--- config.mk ---
export PLATFORM = sky130hd
export DESIGN_NAME = pap_window
export DESIGN_NICKNAME = d
export VERILOG_FILES = /design/src/rtl/core/pap_pkg.sv /design/src/rtl/core/pap_window.sv
export SDC_FILE = /design/constraint.sdc
export NUM_CORES = 1
export LEC_CHECK = 0
export BUFFER_PORTS_ARGS = -buffer_cell sky130_fd_sc_hd__buf_2
export CORE_MARGIN = 1.5
export CORE_UTILIZATION = 40
export CTS_BUF_LIST = sky130_fd_sc_hd__clkbuf_8
export DETAILED_ROUTE_END_ITERATION = 10
export MAX_ROUTING_LAYER = met4
export PLACE_DENSITY = 0.66
export SLEW_MARGIN = 20
export SYNTH_ARGS = -nofsm -noshare
export SYNTH_HDL_FRONTEND = slang
export SYNTH_SLANG_ARGS = --single-unit
--- constraint.sdc ---
create_clock -name clk -period 3.2 [get_ports clk]
set_clock_uncertainty 0.05 [all_clocks]
set_input_delay 0.32 -clock clk [delete_from_list [all_inputs] [get_ports clk]]
set_output_delay 0.32 -clock clk [all_outputs]
set_load 0.05 [all_outputs]
--- src/rtl/core/pap_pkg.sv ---
// ----------------------------------------------------------------------------
// Phase statistics package
// Geometry limits, field widths, register codes and shared stage types.
// ----------------------------------------------------------------------------
package pap_pkg;

	// frame and phase limits
	localparam int MAX_WIDTH    = 4096;
	localparam int MAX_HEIGHT   = 4096;
	localparam int NUM_PHASES   = 13;
	localparam int CLINKER_LAST = 6;
	localparam int CLINKER_TOP  = (CLINKER_LAST < NUM_PHASES) ? CLINKER_LAST : NUM_PHASES;

	// widths
	localparam int COL_W       = $clog2(MAX_WIDTH);
	localparam int ROW_W       = $clog2(MAX_HEIGHT);
	localparam int DIM_W       = 13;
	localparam int LABEL_W     = 4;
	localparam int PHASE_W     = $clog2(NUM_PHASES);
	localparam int PIX_W       = 25;
	localparam int EDGE_W      = 27;
	localparam int ADD_W       = 3;
	localparam int LINE_WORD_W = 2 * LABEL_W;
	localparam int CFG_IDX_W   = 1;

	// configuration register indexes
	typedef enum logic [CFG_IDX_W-1:0] {
		REG_FRAME_WIDTH  = 1'b0,
		REG_FRAME_HEIGHT = 1'b1
	} cfg_reg_t;

	typedef logic [LABEL_W-1:0] label_t;

	// pixel entering the line memory stage
	typedef struct packed {
		logic             valid;
		label_t           label;
		logic [COL_W-1:0] column;
		logic             row_odd;
		logic             interior;
		logic             frame_end;
	} pix_s0_t;

	// write-back into the line memory
	typedef struct packed {
		logic                   en;
		logic [COL_W-1:0]       addr;
		logic [LINE_WORD_W-1:0] data;
	} line_wr_t;

	// counter update produced by the window stage
	typedef struct packed {
		logic             valid;
		label_t           label;
		logic             judge;
		label_t           judge_phase;
		logic [ADD_W-1:0] edge_add;
		logic             frame_end;
	} cnt_upd_t;

endpackage

--- src/rtl/core/pap_window.sv ---
// ----------------------------------------------------------------------------
// Neighborhood window stage
// Merges the line memory word with the new label, writes it back, shifts the
// 3x3 neighborhood and judges the center pixel against its four neighbors.
// ----------------------------------------------------------------------------
module pap_window import pap_pkg::*; (
	input  logic                   clk,
	input  logic                   arst_n,
	input  pix_s0_t                s0,
	input  logic [LINE_WORD_W-1:0] rd_word,
	output line_wr_t               line_wr,
	output cnt_upd_t               upd
);

	logic                   v_s1;
	label_t                 label_s1;
	logic [COL_W-1:0]       col_s1;
	logic                   odd_s1;
	logic                   interior_s1;
	logic                   fe_s1;

	logic                   fwd_q;
	logic [LINE_WORD_W-1:0] fwd_word_q;

	// window: top/mid/bot of the newest column, left is mid of the one before
	label_t                 top_q;
	label_t                 mid_q;
	label_t                 bot_q;
	label_t                 left_q;

	logic [LINE_WORD_W-1:0] word;
	logic [LINE_WORD_W-1:0] wr_word;
	label_t                 up_new;
	label_t                 mid_new;

	// take the word just written when the previous pixel hit the same column
	always_comb begin
		word    = fwd_q ? fwd_word_q : rd_word;
		up_new  = odd_s1 ? word[LINE_WORD_W-1:LABEL_W] : word[LABEL_W-1:0];
		mid_new = odd_s1 ? word[LABEL_W-1:0] : word[LINE_WORD_W-1:LABEL_W];
		wr_word = odd_s1 ? {label_s1, word[LABEL_W-1:0]}
		                 : {word[LINE_WORD_W-1:LABEL_W], label_s1};
	end

	// judge the center pixel: count pore faces among its four neighbors
	always_comb begin
		line_wr.en       = v_s1;
		line_wr.addr     = col_s1;
		line_wr.data     = wr_word;
		upd.valid        = v_s1;
		upd.label        = label_s1;
		upd.judge        = v_s1 && interior_s1 && (mid_q != '0);
		upd.judge_phase  = mid_q;
		upd.edge_add     = ADD_W'(top_q == '0) + ADD_W'(bot_q == '0)
		                 + ADD_W'(left_q == '0) + ADD_W'(mid_new == '0);
		upd.frame_end    = v_s1 && fe_s1;
	end

	// stage control and collision flag
	always_ff @(posedge clk or negedge arst_n) begin
		if (!arst_n) begin
			v_s1  <= 1'b0;
			fwd_q <= 1'b0;
		end else begin
			v_s1  <= s0.valid;
			fwd_q <= s0.valid && v_s1 && (s0.column == col_s1);
		end
	end

	// stage payload, forwarded word and window shift
	always_ff @(posedge clk) begin
		if (s0.valid) begin
			label_s1    <= s0.label;
			col_s1      <= s0.column;
			odd_s1      <= s0.row_odd;
			interior_s1 <= s0.interior;
			fe_s1       <= s0.frame_end;
			fwd_word_q  <= wr_word;
		end
		if (v_s1) begin
			left_q <= mid_q;
			mid_q  <= mid_new;
			top_q  <= up_new;
			bot_q  <= label_s1;
		end
	end

endmodule

# Yosys cells after proc, flatten, opt, wreduce, memory -nomap -nowiden
# Cells that the tools add are included.
# op_classes
n_addsub,3
n_mul,0
n_div,0
order_cmp,0
eq_ne,1
shifts,0
muxes,4
bitwise,0
n_reduce_logical,10
# ops
operator,n
4-bit zero test,4
8-bit two-way mux,2
12-bit == test,1
4-bit two-way mux,2
1-bit logical AND,5
4-bit nonzero test,1
2-bit by 1-bit adder with 3-bit output,1
3-bit by 1-bit adder with 3-bit output,1
1-bit by 1-bit adder with 2-bit output,1
# totals
regBits,45
latch_bits,0
mem_bits_rw,0
mem_bits_ro,0
in_bits,30
output_inout_bits,35
word_cells,30
mem_count,0

# Logic depth before layout (Yosys ltp)
# logic_depth
depth_word,4
depth_mapped,7
ltp_nobuf,6

# Worst setup path before layout
# No wires, ideal clock.
# synth_timing
path_type,register to output
from,reg fwd_q
to,out upd[2] (netlist bit)
t_arrival_ns,2.730
required_ns,2.830
setup_slack_ns,0.100
stages_incl_launch_ff,8
path_buffers,1
cell_sequence,dfrtp_1 buf_6 mux4_2 or4_1 fa_1 inv_1 ha_1 ha_1
# synth_lines
item,line,text
"start, declared",pap_window.sv:22,logic fwd_q;
"start signal, assigned",pap_window.sv:66,fwd_q <= s0.valid && v_s1 && (s0.column == col_s1);
"end, declared",pap_window.sv:12,output cnt_upd_t upd

==> results.yml <==
timing:
  drv_slew: 0
  post-route-period-util: 1.03
  setup_tns_ns: -0.0843
  grt_setup_unrepaired: "true"
  worst_slack_ns: -0.0843
  fmax_ghz: 0.304
  hold_violations: 0
  finalWorstPathRequiredPeriod_ns: 3.28
  worst_slew_pin_slew_ns: 0.751
  max-slew-margin-rel: 0.500
  setup-violations-final: 1
outcome:
  violations: "negative setup slack"
  outcome: "complete, but fails checks"
worst_setup_path:
  worstSetupPathType: "reg2out"
  crit_fanout: 6
  arrival_ns: 2.91
  cp-end-kind: "output pin"
  start_kind: "flop"
  critPathRequiredTime_ns: 2.83
power:
  p_clk_frac: 0.242
  finalPower_uw: 1320
  internal_power_uw: 929
  pwr-share-seq: 0.554
  vdd.ir_drop.worst_v: 0.000368
  power_switching_uw: 390
  power.density_nw_per_um2: 528
  switching_share: 0.296
  p_leak_uw: 0.000951
  comb_power_share: 0.204
clock_tree:
  htreeDepth: 2
  clockBufferDepth: 2
  path_clk_slew_ns: 0.08
  cts_buffers: 5
  cts_tree: "yes"
  clock-sinks: 45
  worstSkewPairLatency_ns: 0.28
  cts_root_buf: "clkbuf_8"
global_routing:
  grt_max_degree: 30
  grt_pass1_wl_um: 5550
  grt_overflow: 0
  grt_pass1_vias: 1163
  grt_antenna_before_repair: 0
  grt_usage: 0.144
synthesis:
  syn_nets: 147
  synth-seq-area-share: 0.687
  ys_warn_count: 0
  synth_cell_types: 22
  synth_area_leaders: "edfxtp_1 (66%), mux4_2 (8.1%), xnor2_1 (5.4%), mux2i_1 (4.1%), dfrtp_1 (2.6%)"
  syn_area_um2: 1950
  netlist_instances: 114
  synth-seq-cells: 45
  syn_area_per_cell_um2: 17.1
  yosysTopAreaCell: "edfxtp_1"
  yosysTopAreaCellShare: 0.661
floorplan:
  die_area_um2: 5310
  die_y_um: 72.9
  io_pins: 65
  row_count: 25
  die_w_um: 72.9
  initial_core_util: 0.414
  core_um2: 4720
placed_design:
  hpwl_um: 2730
  globalplace.congestion: 0.763
  port_buffers: 64
final_layout:
  nets: 217
  nFillCells: 406
  layout-drive-gt1-share: 0.476
  multiInputGateArea_um2: 591
  antenna_cells: 0
  seq_area_um2: 1340
  final_common_cell: "buf_2"
  final_cell_mix: "buf_2 (61), edfxtp_1 (43), xnor2_1 (12)"
  area_growth_pct: 28.1
route:
  via_count: 1172
  first_iter_violations: 32
  wl_um: 3550
  drc: 0
  wl_per_cell_um: 14.1
  antenna_left: 0
  viasPerCell: 4.65
  dr.pass1.iters: 4
run:
  drv_cap: 0
worst_hold_path:
  holdCritPathClass: "in2reg"
## metrics by stage
step	area [µm²]	util	worst slack, ns	hold WS (ns)	std cells
CTS	2490	0.526	-0.122	0.148	250
global route	2500	0.530	-0.181	0.137	252
detailed placement	2340	0.495	0.00697	0.0592	241
floorplan	1950	-	0.100	-0.0256	114
global placement	2340	0.495	0.0261	0.0587	241
finish	2500	0.530	-0.0843	0.154	252
## kinds of logic after synthesis
kind of cell    synth area share
compound gates            0.0205
xor+xnor                  0.0538
fa+ha+maj                 0.0231
buf+inv                   0.0256
flops                      0.687
mux                        0.135
simple gates              0.0551
## worst max-delay path: stages, from the launching register on
cell and delay [ns]:
dfrtp_2 0.45, mux4_2 0.54, or4_4 0.55, fa_1 0.50
inv_2 0.05, ha_4 0.15, ha_4 0.26, buf_8 0.13
## state kept, by name (all words and copies together) (netlist names)
register	flops
col_s1	12
top_q	4
fe_s1	1
fwd_q	1
v_s1	1
fwd_word_q	8
mid_q	4
bot_q	4
odd_s1	1
left_q	4
label_s1	4
interior_s1	1
## worst paths after layout
path | start | end | slack, ns | cells past startpoint
max | fwd_q | upd[2] | -0.08 | 7
min | s0[17] | label_s1[2] | 0.15 | 1
max reg2reg | fwd_q | top_q[3] | 1.67 | 2
min reg2reg | mid_q[2] | left_q[2] | 0.43 | 0
max in group asynchronous | arst_n | fwd_q | 2.69 | 2
min in group asynchronous | arst_n | fwd_q | 0.31 | 2
## synth_stat cells
cell type,count
nand3_1,2
buf_4,2
clkbuf_1,3
inv_1,2
xnor2_1,12
mux2i_1,8
nor4_1,3
and2_1,1
buf_2,1
buf_6,1
nand4_1,2
dfrtp_1,2
o21ai_0,4
nand2_1,5
mux4_1,1
mux4_2,7
a21oi_1,4
or4_1,3
fa_1,1
edfxtp_1,43
ha_1,2
nor2_1,5
## cell type report
class	count	area share
clock inverters	3	0.00550
repair buffers	70	0.158
well taps	67	0.0335
flip-flops and latches	45	0.537
clock buffers	5	0.0275
multi-input cells	60	0.236
inverters	2	0.00300
## metal layers
metal	wire length (µm)	track usage
met1	1610	0.191
met2	1770	0.230
met3	151	0.0290
met4	13	0.0377
met5	0	-
## power by group through the flow
stage | Combinational, µW | Sequential [µW] | Clock, µW
floorplan | 117 | 805 | 0
global placement | 253 | 743 | 0
detailed placement | 255 | 745 | 0
CTS | 267 | 732 | 329
global route | 283 | 739 | 353
finish | 269 | 731 | 320
## what timing repair did
action                     CTS  global route
hold endpoints to repair     2             0
hold buffers                 1             0
setup endpoints to repair    3             3
pin swaps                    3             3
buffers inserted             0             2
gates resized for setup     14             0
Power figures use the tool's default switching activity.
