===== config.mk =====
export PLATFORM = sky130hd
export DESIGN_NAME = pap_stats
export DESIGN_NICKNAME = d
export VERILOG_FILES = /design/src/rtl/core/pap_pkg.sv /design/src/rtl/core/pap_stats.sv
export SDC_FILE = /design/constraint.sdc
export NUM_CORES = 2
export LEC_CHECK = 0
export ABC_CLOCK_PERIOD_IN_PS = 9350
export BUFFER_PORTS_ARGS = -buffer_cell sky130_fd_sc_hd__buf_2
export CORE_MARGIN = 5
export CORE_UTILIZATION = 56
export CTS_CLUSTER_SIZE = 20
export DETAILED_ROUTE_END_ITERATION = 16
export PLACE_DENSITY = 0.72
export RECOVER_POWER = 25
export SYNTH_ARGS = -nofsm -noshare
export SYNTH_HDL_FRONTEND = slang
export SYNTH_SLANG_ARGS = --single-unit

===== constraint.sdc =====
create_clock -name clk -period 9.35 [get_ports clk]
set_input_delay 0.4675 -clock clk [delete_from_list [all_inputs] [get_ports clk]]
set_output_delay 0.4675 -clock clk [all_outputs]
set_load 0.01 [all_outputs]

===== src/rtl/core/pap_pkg.sv =====
// ----------------------------------------------------------------------------
// Phase statistics package
// Geometry limits, field widths, register codes and shared stage types.
// ----------------------------------------------------------------------------
package pap_pkg;

	// frame and phase limits
	localparam int MAX_WIDTH    = 4096;
	localparam int MAX_HEIGHT   = 4096;
	localparam int NUM_PHASES   = 13;
	localparam int CLINKER_LAST = 6;
	localparam int CLINKER_TOP  = (CLINKER_LAST < NUM_PHASES) ? CLINKER_LAST : NUM_PHASES;

	// widths
	localparam int COL_W       = $clog2(MAX_WIDTH);
	localparam int ROW_W       = $clog2(MAX_HEIGHT);
	localparam int DIM_W       = 13;
	localparam int LABEL_W     = 4;
	localparam int PHASE_W     = $clog2(NUM_PHASES);
	localparam int PIX_W       = 25;
	localparam int EDGE_W      = 27;
	localparam int ADD_W       = 3;
	localparam int LINE_WORD_W = 2 * LABEL_W;
	localparam int CFG_IDX_W   = 1;

	// configuration register indexes
	typedef enum logic [CFG_IDX_W-1:0] {
		REG_FRAME_WIDTH  = 1'b0,
		REG_FRAME_HEIGHT = 1'b1
	} cfg_reg_t;

	typedef logic [LABEL_W-1:0] label_t;

	// pixel entering the line memory stage
	typedef struct packed {
		logic             valid;
		label_t           label;
		logic [COL_W-1:0] column;
		logic             row_odd;
		logic             interior;
		logic             frame_end;
	} pix_s0_t;

	// write-back into the line memory
	typedef struct packed {
		logic                   en;
		logic [COL_W-1:0]       addr;
		logic [LINE_WORD_W-1:0] data;
	} line_wr_t;

	// counter update produced by the window stage
	typedef struct packed {
		logic             valid;
		label_t           label;
		logic             judge;
		label_t           judge_phase;
		logic [ADD_W-1:0] edge_add;
		logic             frame_end;
	} cnt_upd_t;

endpackage


===== src/rtl/core/pap_stats.sv =====
// ----------------------------------------------------------------------------
// Phase counters and report
// Per-phase pixel and edge counters, frame snapshot and the report output
// register that drains one phase per transaction.
// ----------------------------------------------------------------------------
module pap_stats import pap_pkg::*; (
	input  logic               clk,
	input  logic               arst_n,
	input  cnt_upd_t           upd,
	output logic               busy,
	input  logic               report_stall,
	output logic               report_valid,
	output logic [LABEL_W-1:0] phase_id,
	output logic [PIX_W-1:0]   pixel_count,
	output logic [EDGE_W-1:0]  edge_count,
	output logic [PIX_W-1:0]   solid_count,
	output logic [PIX_W-1:0]   clinker_count,
	output logic               last_item
);

	logic [PIX_W-1:0]   pix_q      [NUM_PHASES];
	logic [EDGE_W-1:0]  edge_q     [NUM_PHASES];
	logic [PIX_W-1:0]   solid_q;
	logic [PIX_W-1:0]   clink_q;
	logic [PIX_W-1:0]   pix_next   [NUM_PHASES];
	logic [EDGE_W-1:0]  edge_next  [NUM_PHASES];
	logic [PIX_W-1:0]   solid_next;
	logic [PIX_W-1:0]   clink_next;

	logic [PIX_W-1:0]   snap_pix_q  [NUM_PHASES];
	logic [EDGE_W-1:0]  snap_edge_q [NUM_PHASES];
	logic [PIX_W-1:0]   snap_solid_q;
	logic [PIX_W-1:0]   snap_clink_q;

	logic               busy_q;
	logic [PHASE_W-1:0] idx_q;
	logic               load;

	logic               out_valid_q;
	logic [LABEL_W-1:0] phase_id_q;
	logic [PIX_W-1:0]   pix_out_q;
	logic [EDGE_W-1:0]  edge_out_q;
	logic [PIX_W-1:0]   solid_out_q;
	logic [PIX_W-1:0]   clink_out_q;
	logic               last_q;

	// one incrementer per phase lane
	always_comb begin
		for (int k = 0; k < NUM_PHASES; k++) begin
			pix_next[k]  = pix_q[k]
			             + PIX_W'(upd.valid && (upd.label == LABEL_W'(k + 1)));
			edge_next[k] = edge_q[k]
			             + ((upd.judge && (upd.judge_phase == LABEL_W'(k + 1)))
			                ? EDGE_W'(upd.edge_add) : '0);
		end
		solid_next = solid_q + PIX_W'(upd.valid && (upd.label != '0));
		clink_next = clink_q + PIX_W'(upd.valid && (upd.label != '0)
		                              && (upd.label <= LABEL_W'(CLINKER_TOP)));
	end

	// advance the counters, or snapshot and clear them at frame end
	always_ff @(posedge clk or negedge arst_n) begin
		if (!arst_n) begin
			for (int k = 0; k < NUM_PHASES; k++) begin
				pix_q[k]  <= '0;
				edge_q[k] <= '0;
			end
			solid_q <= '0;
			clink_q <= '0;
		end else if (upd.frame_end) begin
			for (int k = 0; k < NUM_PHASES; k++) begin
				pix_q[k]  <= '0;
				edge_q[k] <= '0;
			end
			solid_q <= '0;
			clink_q <= '0;
		end else begin
			for (int k = 0; k < NUM_PHASES; k++) begin
				pix_q[k]  <= pix_next[k];
				edge_q[k] <= edge_next[k];
			end
			solid_q <= solid_next;
			clink_q <= clink_next;
		end
	end

	// hold the finished frame while the report drains
	always_ff @(posedge clk) begin
		if (upd.frame_end) begin
			for (int k = 0; k < NUM_PHASES; k++) begin
				snap_pix_q[k]  <= pix_next[k];
				snap_edge_q[k] <= edge_next[k];
			end
			snap_solid_q <= solid_next;
			snap_clink_q <= clink_next;
		end
	end

	assign load = busy_q && (!out_valid_q || !report_stall);

	// report sequencer and output valid
	always_ff @(posedge clk or negedge arst_n) begin
		if (!arst_n) begin
			busy_q      <= 1'b0;
			idx_q       <= '0;
			out_valid_q <= 1'b0;
		end else begin
			if (upd.frame_end) begin
				busy_q <= 1'b1;
				idx_q  <= '0;
			end else if (load) begin
				if (idx_q == PHASE_W'(NUM_PHASES - 1)) begin
					busy_q <= 1'b0;
				end else begin
					idx_q <= idx_q + 1'b1;
				end
			end
			if (load) begin
				out_valid_q <= 1'b1;
			end else if (!report_stall) begin
				out_valid_q <= 1'b0;
			end
		end
	end

	// output payload, held while stalled
	always_ff @(posedge clk) begin
		if (load) begin
			phase_id_q  <= LABEL_W'(idx_q) + 1'b1;
			pix_out_q   <= snap_pix_q[idx_q];
			edge_out_q  <= snap_edge_q[idx_q];
			solid_out_q <= snap_solid_q;
			clink_out_q <= snap_clink_q;
			last_q      <= (idx_q == PHASE_W'(NUM_PHASES - 1));
		end
	end

	assign busy          = busy_q;
	assign report_valid  = out_valid_q;
	assign phase_id      = phase_id_q;
	assign pixel_count   = pix_out_q;
	assign edge_count    = edge_out_q;
	assign solid_count   = solid_out_q;
	assign clinker_count = clink_out_q;
	assign last_item     = last_q;

endmodule


## Word-level counts from Yosys, hierarchy flattened

Memories as Yosys holds them, arrays and structs flattened. A register that Yosys moved wholly into a read port is not among the register bits.
Cells that the tools add are included.

| storage, ports and cells | value |
|---|---|
| memories | 2 |
| bits in writable memories | 676 |
| output and inout port bits | 109 |
| input port bits | 17 |
| bits in registers | 837 |

Memories:

| name | depth | width | rd ports | clocked after Yosys merged registers in | wr ports | line | source |
|---|---|---|---|---|---|---|---|
| snap_edge_q | 13 | 27 | 1 | 1 | 13 | pap_stats.sv:31 | `logic [EDGE_W-1:0] snap_edge_q [NUM_PHASES];` |
| snap_pix_q | 13 | 25 | 1 | 1 | 13 | pap_stats.sv:30 | `logic [PIX_W-1:0] snap_pix_q [NUM_PHASES];` |

| operators by class | value |
|---|---|
| magnitude comparators | 1 |
| muxes and demuxes | 27 |
| add/sub/neg operators | 29 |
| reductions and logical operators | 37 |
| eq/ne operators | 29 |

Operators by type and width:

| operator | number |
|---|---|
| 25-bit by 1-bit adder with 25-bit output | 15 |
| 27-bit by 3-bit adder with 27-bit output | 13 |
| 351-bit two-way mux | 1 |
| 325-bit two-way mux | 1 |
| 4-bit == test (second input constant) | 13 |
| 25-bit two-way mux | 2 |
| 3-bit two-way mux | 13 |
| 4-bit by 3-bit == test with 1-bit output (second input constant) | 8 |
| 1-bit logical AND | 29 |
| 4-bit by 2-bit == test with 1-bit output (second input constant) | 4 |
| 4-bit two-way mux | 3 |
| 4-bit by 1-bit == test with 1-bit output (second input constant) | 2 |
| 1-bit two-way mux | 7 |
| 4-bit by 1-bit adder with 4-bit output (second input constant) | 1 |
| 4-bit by 3-bit <= comparator with 1-bit output (second input constant) | 1 |
| 2-bit AND reduction | 2 |
| 2-bit nonzero test | 2 |
| 4-bit nonzero test | 1 |
| 1-bit zero test | 2 |
| 2-bit by 1-bit != test with 1-bit output (second input constant) | 1 |
| 2-bit != test (second input constant) | 1 |
| 1-bit logical OR | 1 |

## Longest topological paths before layout

| logic depth | value |
|---|---|
| depth in word-level cells | 5 |
| gate-level depth with buffers | 11 |

## Worst setup path after synthesis

Ideal clock, no wire load.

| path | value |
|---|---|
| path kind | input -> register |
| from | in report_stall |
| to | reg clink_out_q[0], in the netlist clinker_count[0], enable pin |
| stages on the path | 2 |
| data required time | 8.872 ns |
| library setup time | 0.478 ns |
| data arrival time | 3.051 ns |
| buffers on the path | 0 |
| slack | 5.821 ns |
| path through | nand2_1 -> and2_1 |

| on the way | value |
|---|---|
| cells in the longest elaborated chain, start to end | 3 |

RTL lines:

| item | line | source |
|---|---|---|
| start, declared | pap_stats.sv:11 | `input logic report_stall,` |
| 1-bit zero test | -- |  |
| 1-bit logical OR | pap_stats.sv:99 | `assign load = busy_q && (!out_valid_q \|\| !report_stall);` |
| 1-bit logical AND | pap_stats.sv:99 |  |
| net load | pap_stats.sv:37 | `logic load;` |
| end signal, assigned | pap_stats.sv:133 | `clink_out_q <= snap_clink_q;` |
| end, declared | pap_stats.sv:44 | `logic [PIX_W-1:0] clink_out_q;` |

The timed path passes the listed nets, and every way through them passes these cells.
A chain may end at the register's enable or synchronous reset.

## Final worst setup path

| path | value |
|---|---|
| from | in upd[0] (netlist bit) |
| to | reg edge_q[347] (netlist bit) |

| on the way | value |
|---|---|
| cells in the longest elaborated chain, start to end | 1 |

RTL lines:

| item | line | source |
|---|---|---|
| start, declared | pap_stats.sv:9 | `input cnt_upd_t upd,` |
| 351-bit two-way mux | pap_stats.sv:70 | `end else if (upd.frame_end) begin` |
| end signal, assigned by index | pap_stats.sv:80 | `edge_q[k] <= edge_next[k];` |
| end, declared | pap_stats.sv:22 | `logic [EDGE_W-1:0] edge_q [NUM_PHASES];` |

Every way passes these cells.

==> results.txt <==
Status: complete, but fails checks
Failing checks: max-capacitance violations, max-slew violations
Mapped Cells: 4755
Initial DRT Pass Iterations: 5
Max transition margin: -203%
Post-synth EDFFs: 833
Layout cell share with drive strength beyond 1: 12.6%
Lkg Pwr: 30.3 nW
Final layout net count: 5032
CORE AREA: 120000 µm²
Number of buffers created by CTS: 162
First-pass GRT wire length: 231 mm
Reg-to-Reg Start: report_valid$_DFFE_PN0P_
I/O Buffers: 125
# IOs: 126
Per-instance average area after synthesis: 14.2 µm²
Fill count: 8888
Post-synthesis async set-or-reset flop share: 46.8%
Cts repair resizes: 0
Area growth from synthesis to layout: 11.6%
WS Path Type: in -> reg
Worst setup EP type: flop
Unrepaired setup endpoints after global routing: no
Routed wire length: 149 mm
Syn Std Cell Area: 67400 µm²
Clk pin slew, worst setup/hold paths: 0.06 ns
PwrDens: 194 nW/µm²
FMAX: 0.185 GHz
Actual slew at the worst max-slew pin: 4.55 ns
Wirelength per Cell: 22.3 µm
Reg2Reg Capture Point: solid_count[21]$_DFFE_PP_
Register area share after synthesis: 64.3%
Unique masters post-synth: 54
Fin Hold WS: 0.0939 ns
CTS tree: built
CP endpoint: edge_q[347]$_DFF_PN0_
Worst Setup SP: upd[0]
Worst EP arrival: 6.04 ns
Gpl congestion: 0.847
Startpoint Class: input port
Finished Core Util: 62.8%
DRC errors left: 0
Die H: 357 µm
Pin count of the biggest net entering global routing: 195
Worst skew pair latency: 0.79 ns
Initial antenna violation count: 12
Number of setup buffers added after CTS: 0
Final setup vio count: 0
Clk sinks: 1565
Synth Net Count: 4856
Die ar.: 127000 µm²
CTS Buffer Depth: 3
Root buffer cell: clkbuf_16
Final Hold Fails: 0
H-tree depth: 4
All-layer global routing usage: 23.8%
Setup TNS: 0 ns
Final Max Tran Viols: 443
Worst R2R Path Depth: 3
Sw power: 3.23 mW
Die width: 357 µm
Top_reg_cell synth: edfxtp_1
Max IR drop VDD: 0.000185 V
Sw Ratio: 22.1%
Internal power: 11.4 mW
Worst reg-to-reg setup slack: 4.48 ns
Setup skew after layout: 0.0412 ns
Vias: 38700
#FFs+latches synth: 1565
Clk network pwr share: 43.5%
Final Cycle Share: 57.7%
Total congestion overflow: 0
Cell row count: 127
Post-DRT Antenna Nets: 0
Vias in the first global route: 38700
Worst endpoint required time: 10.00 ns
Max-cap violations: 6
CP Max Fanout: 194
Sequential power share: 52.0%
Via density: 5.79
Min-delay worst type: in -> reg
Initial Util: 56.3%
Comb power frac: 4.6%
Crit path time final: 5.40 ns
Yosys warnings: 0
Hpwl dp: 100 mm
Hold Crit Depth: 3
First DRT Iteration DRCs: 3455
-- synthesized netlist by cell type, types with 2 or more instances --
master,instances,area (µm²)
edfxtp_1,833,25000
dfrtp_1,732,18300
nor2b_1,724,4530
xnor2_1,420,3680
nand3_1,278,1390
xor2_1,247,2160
mux4_2,208,4680
nand2_1,196,736
nand4_1,157,982
nor2_1,146,548
clkbuf_1,140,526
and3_1,109,682
nor3_1,83,415
and4_1,71,622
ha_1,71,888
and2_1,58,363
inv_1,52,195
nor4_1,48,300
a21oi_1,35,175
fa_1,13,260
a21o_1,12,90.1
buf_2,11,55.1
nor3b_1,11,82.6
or3_1,11,68.8
o21ai_0,10,50.1
buf_1,9,33.8
nand2b_1,9,56.3
or4_1,8,60.1
mux2_2,7,78.8
or2_2,7,43.8
nor4b_1,5,43.8
a211oi_1,4,30.0
nand3b_1,3,22.5
nor4bb_1,3,30.0
nand4_2,2,25.0
nand4b_1,2,17.5
o21a_1,2,15.0
o21ai_1,2,10.0
-- timing repair --
item,in CTS,in global routing
setup endpoints to repair,0,0
endpoints found under the hold margin,83,0
hold buffers,1,0
-- metal layers --
layer	global-route usage [%]	wire, µm	vias to the layer above
met5	0	13	-
met4	6.28	3270	2
li1	-	-	17500
met2	36.3	68700	1143
met3	4.21	9540	206
met1	35.9	67800	19900
-- per-stage QoR --
| step | instances | power [mW] | area [µm²] | setup WS, ns |
|---|---|---|---|---|
| after floorplan | 4755 | 8.02 | 67400 | 5.82 |
| after global placement | 6378 | 8.41 | 70000 | 5.32 |
| after detailed placement | 6378 | 8.41 | 70000 | 5.32 |
| after CTS | 6685 | 14.8 | 75300 | 5.93 |
| after global routing | 6686 | 15.1 | 75200 | 3.61 |
| final | 6690 | 14.6 | 75200 | 3.95 |
-- critical path, stage by stage --
cell and delay (ns):
buf_12 0.44, clkbuf_2 3.21, buf_4 1.17, nor2b_1 0.10, mux2_2 0.30
-- power groups by stage --
stage,clock (mW),combinational (mW),sequential [mW]
after CTS,6.48,0.686,7.60
final,6.36,0.671,7.60
after global placement,0,0.680,7.73
after detailed placement,0,0.684,7.73
after floorplan,0,0.349,7.68
after global routing,6.79,0.723,7.61
-- kinds of logic (layout without fill, tap and decap cells) --
logic type	Yosys count	in the layout	share of synthesized area [%]
other	0	5	0
XOR/XNOR	667	667	8.66
AO/OA/AOI/OAI	71	71	0.631
adder cells (fa/ha/maj)	84	84	1.70
buffers and inverters	212	530	1.20
flip-flops	1565	1565	64.3
AND/OR/NAND/NOR	1940	1940	16.5
multiplexers	216	216	7.08
-- worst min path at each step --
stage,startpoint,to,slack (ns)
after floorplan,arst_n,busy$_DFFE_PN0P_,0.17
after global placement,snap_solid_q[3]$_DFFE_PP_,solid_count[3]$_DFFE_PP_,0.40
after detailed placement,snap_clink_q[9]$_DFFE_PP_,clinker_count[9]$_DFFE_PP_,0.40
after CTS,report_stall,report_valid$_DFFE_PN0P_,0.05
after global routing,report_stall,report_valid$_DFFE_PN0P_,0.09
final,report_stall,report_valid$_DFFE_PN0P_,0.09
-- final cells by class --
class | instances | area [µm²] | area share (%)
diodes | 5 | 12.5 | 0.0166
clock buffers | 235 | 4570 | 6.07
clock inverters | 71 | 712 | 0.946
inverters | 52 | 195 | 0.259
multi-input cells | 2978 | 23300 | 31.0
flip-flops and latches | 1565 | 43300 | 57.6
well taps | 1612 | 2020 | 2.68
repair buffers | 172 | 1070 | 1.42
-- registers in the layout, summed over array words and instances (netlist names), 25 cells and up --
name and count:
clinker_count 25, snap_pix_q 325, snap_edge_q 351, snap_solid_q 25, edge_q 351, clink_q 25, pixel_count 25, edge_count 27
solid_q 25, pix_q 325, solid_count 25, snap_clink_q 25
-- cell usage in the layout (no fill, tap or decap), types with 34 or more instances in the layout --
| cell type | count |
|---|---|
| and3_1 | 109 |
| nor3_1 | 81 |
| and4_1 | 71 |
| dfrtp_1 | 729 |
| nand2_1 | 196 |
| a21oi_1 | 34 |
| and2_1 | 41 |
| xnor2_1 | 420 |
| nand4_1 | 157 |
| ha_1 | 71 |
| clkbuf_1 | 60 |
| xor2_1 | 247 |
| nor2_1 | 146 |
| buf_4 | 34 |
| clkbuf_16 | 164 |
| inv_1 | 52 |
| buf_2 | 118 |
| mux4_2 | 208 |
| nand3_1 | 278 |
| edfxtp_1 | 833 |
| nor4_1 | 45 |
| nor2b_1 | 724 |
Note: power is estimated with default switching activity, not from simulation.
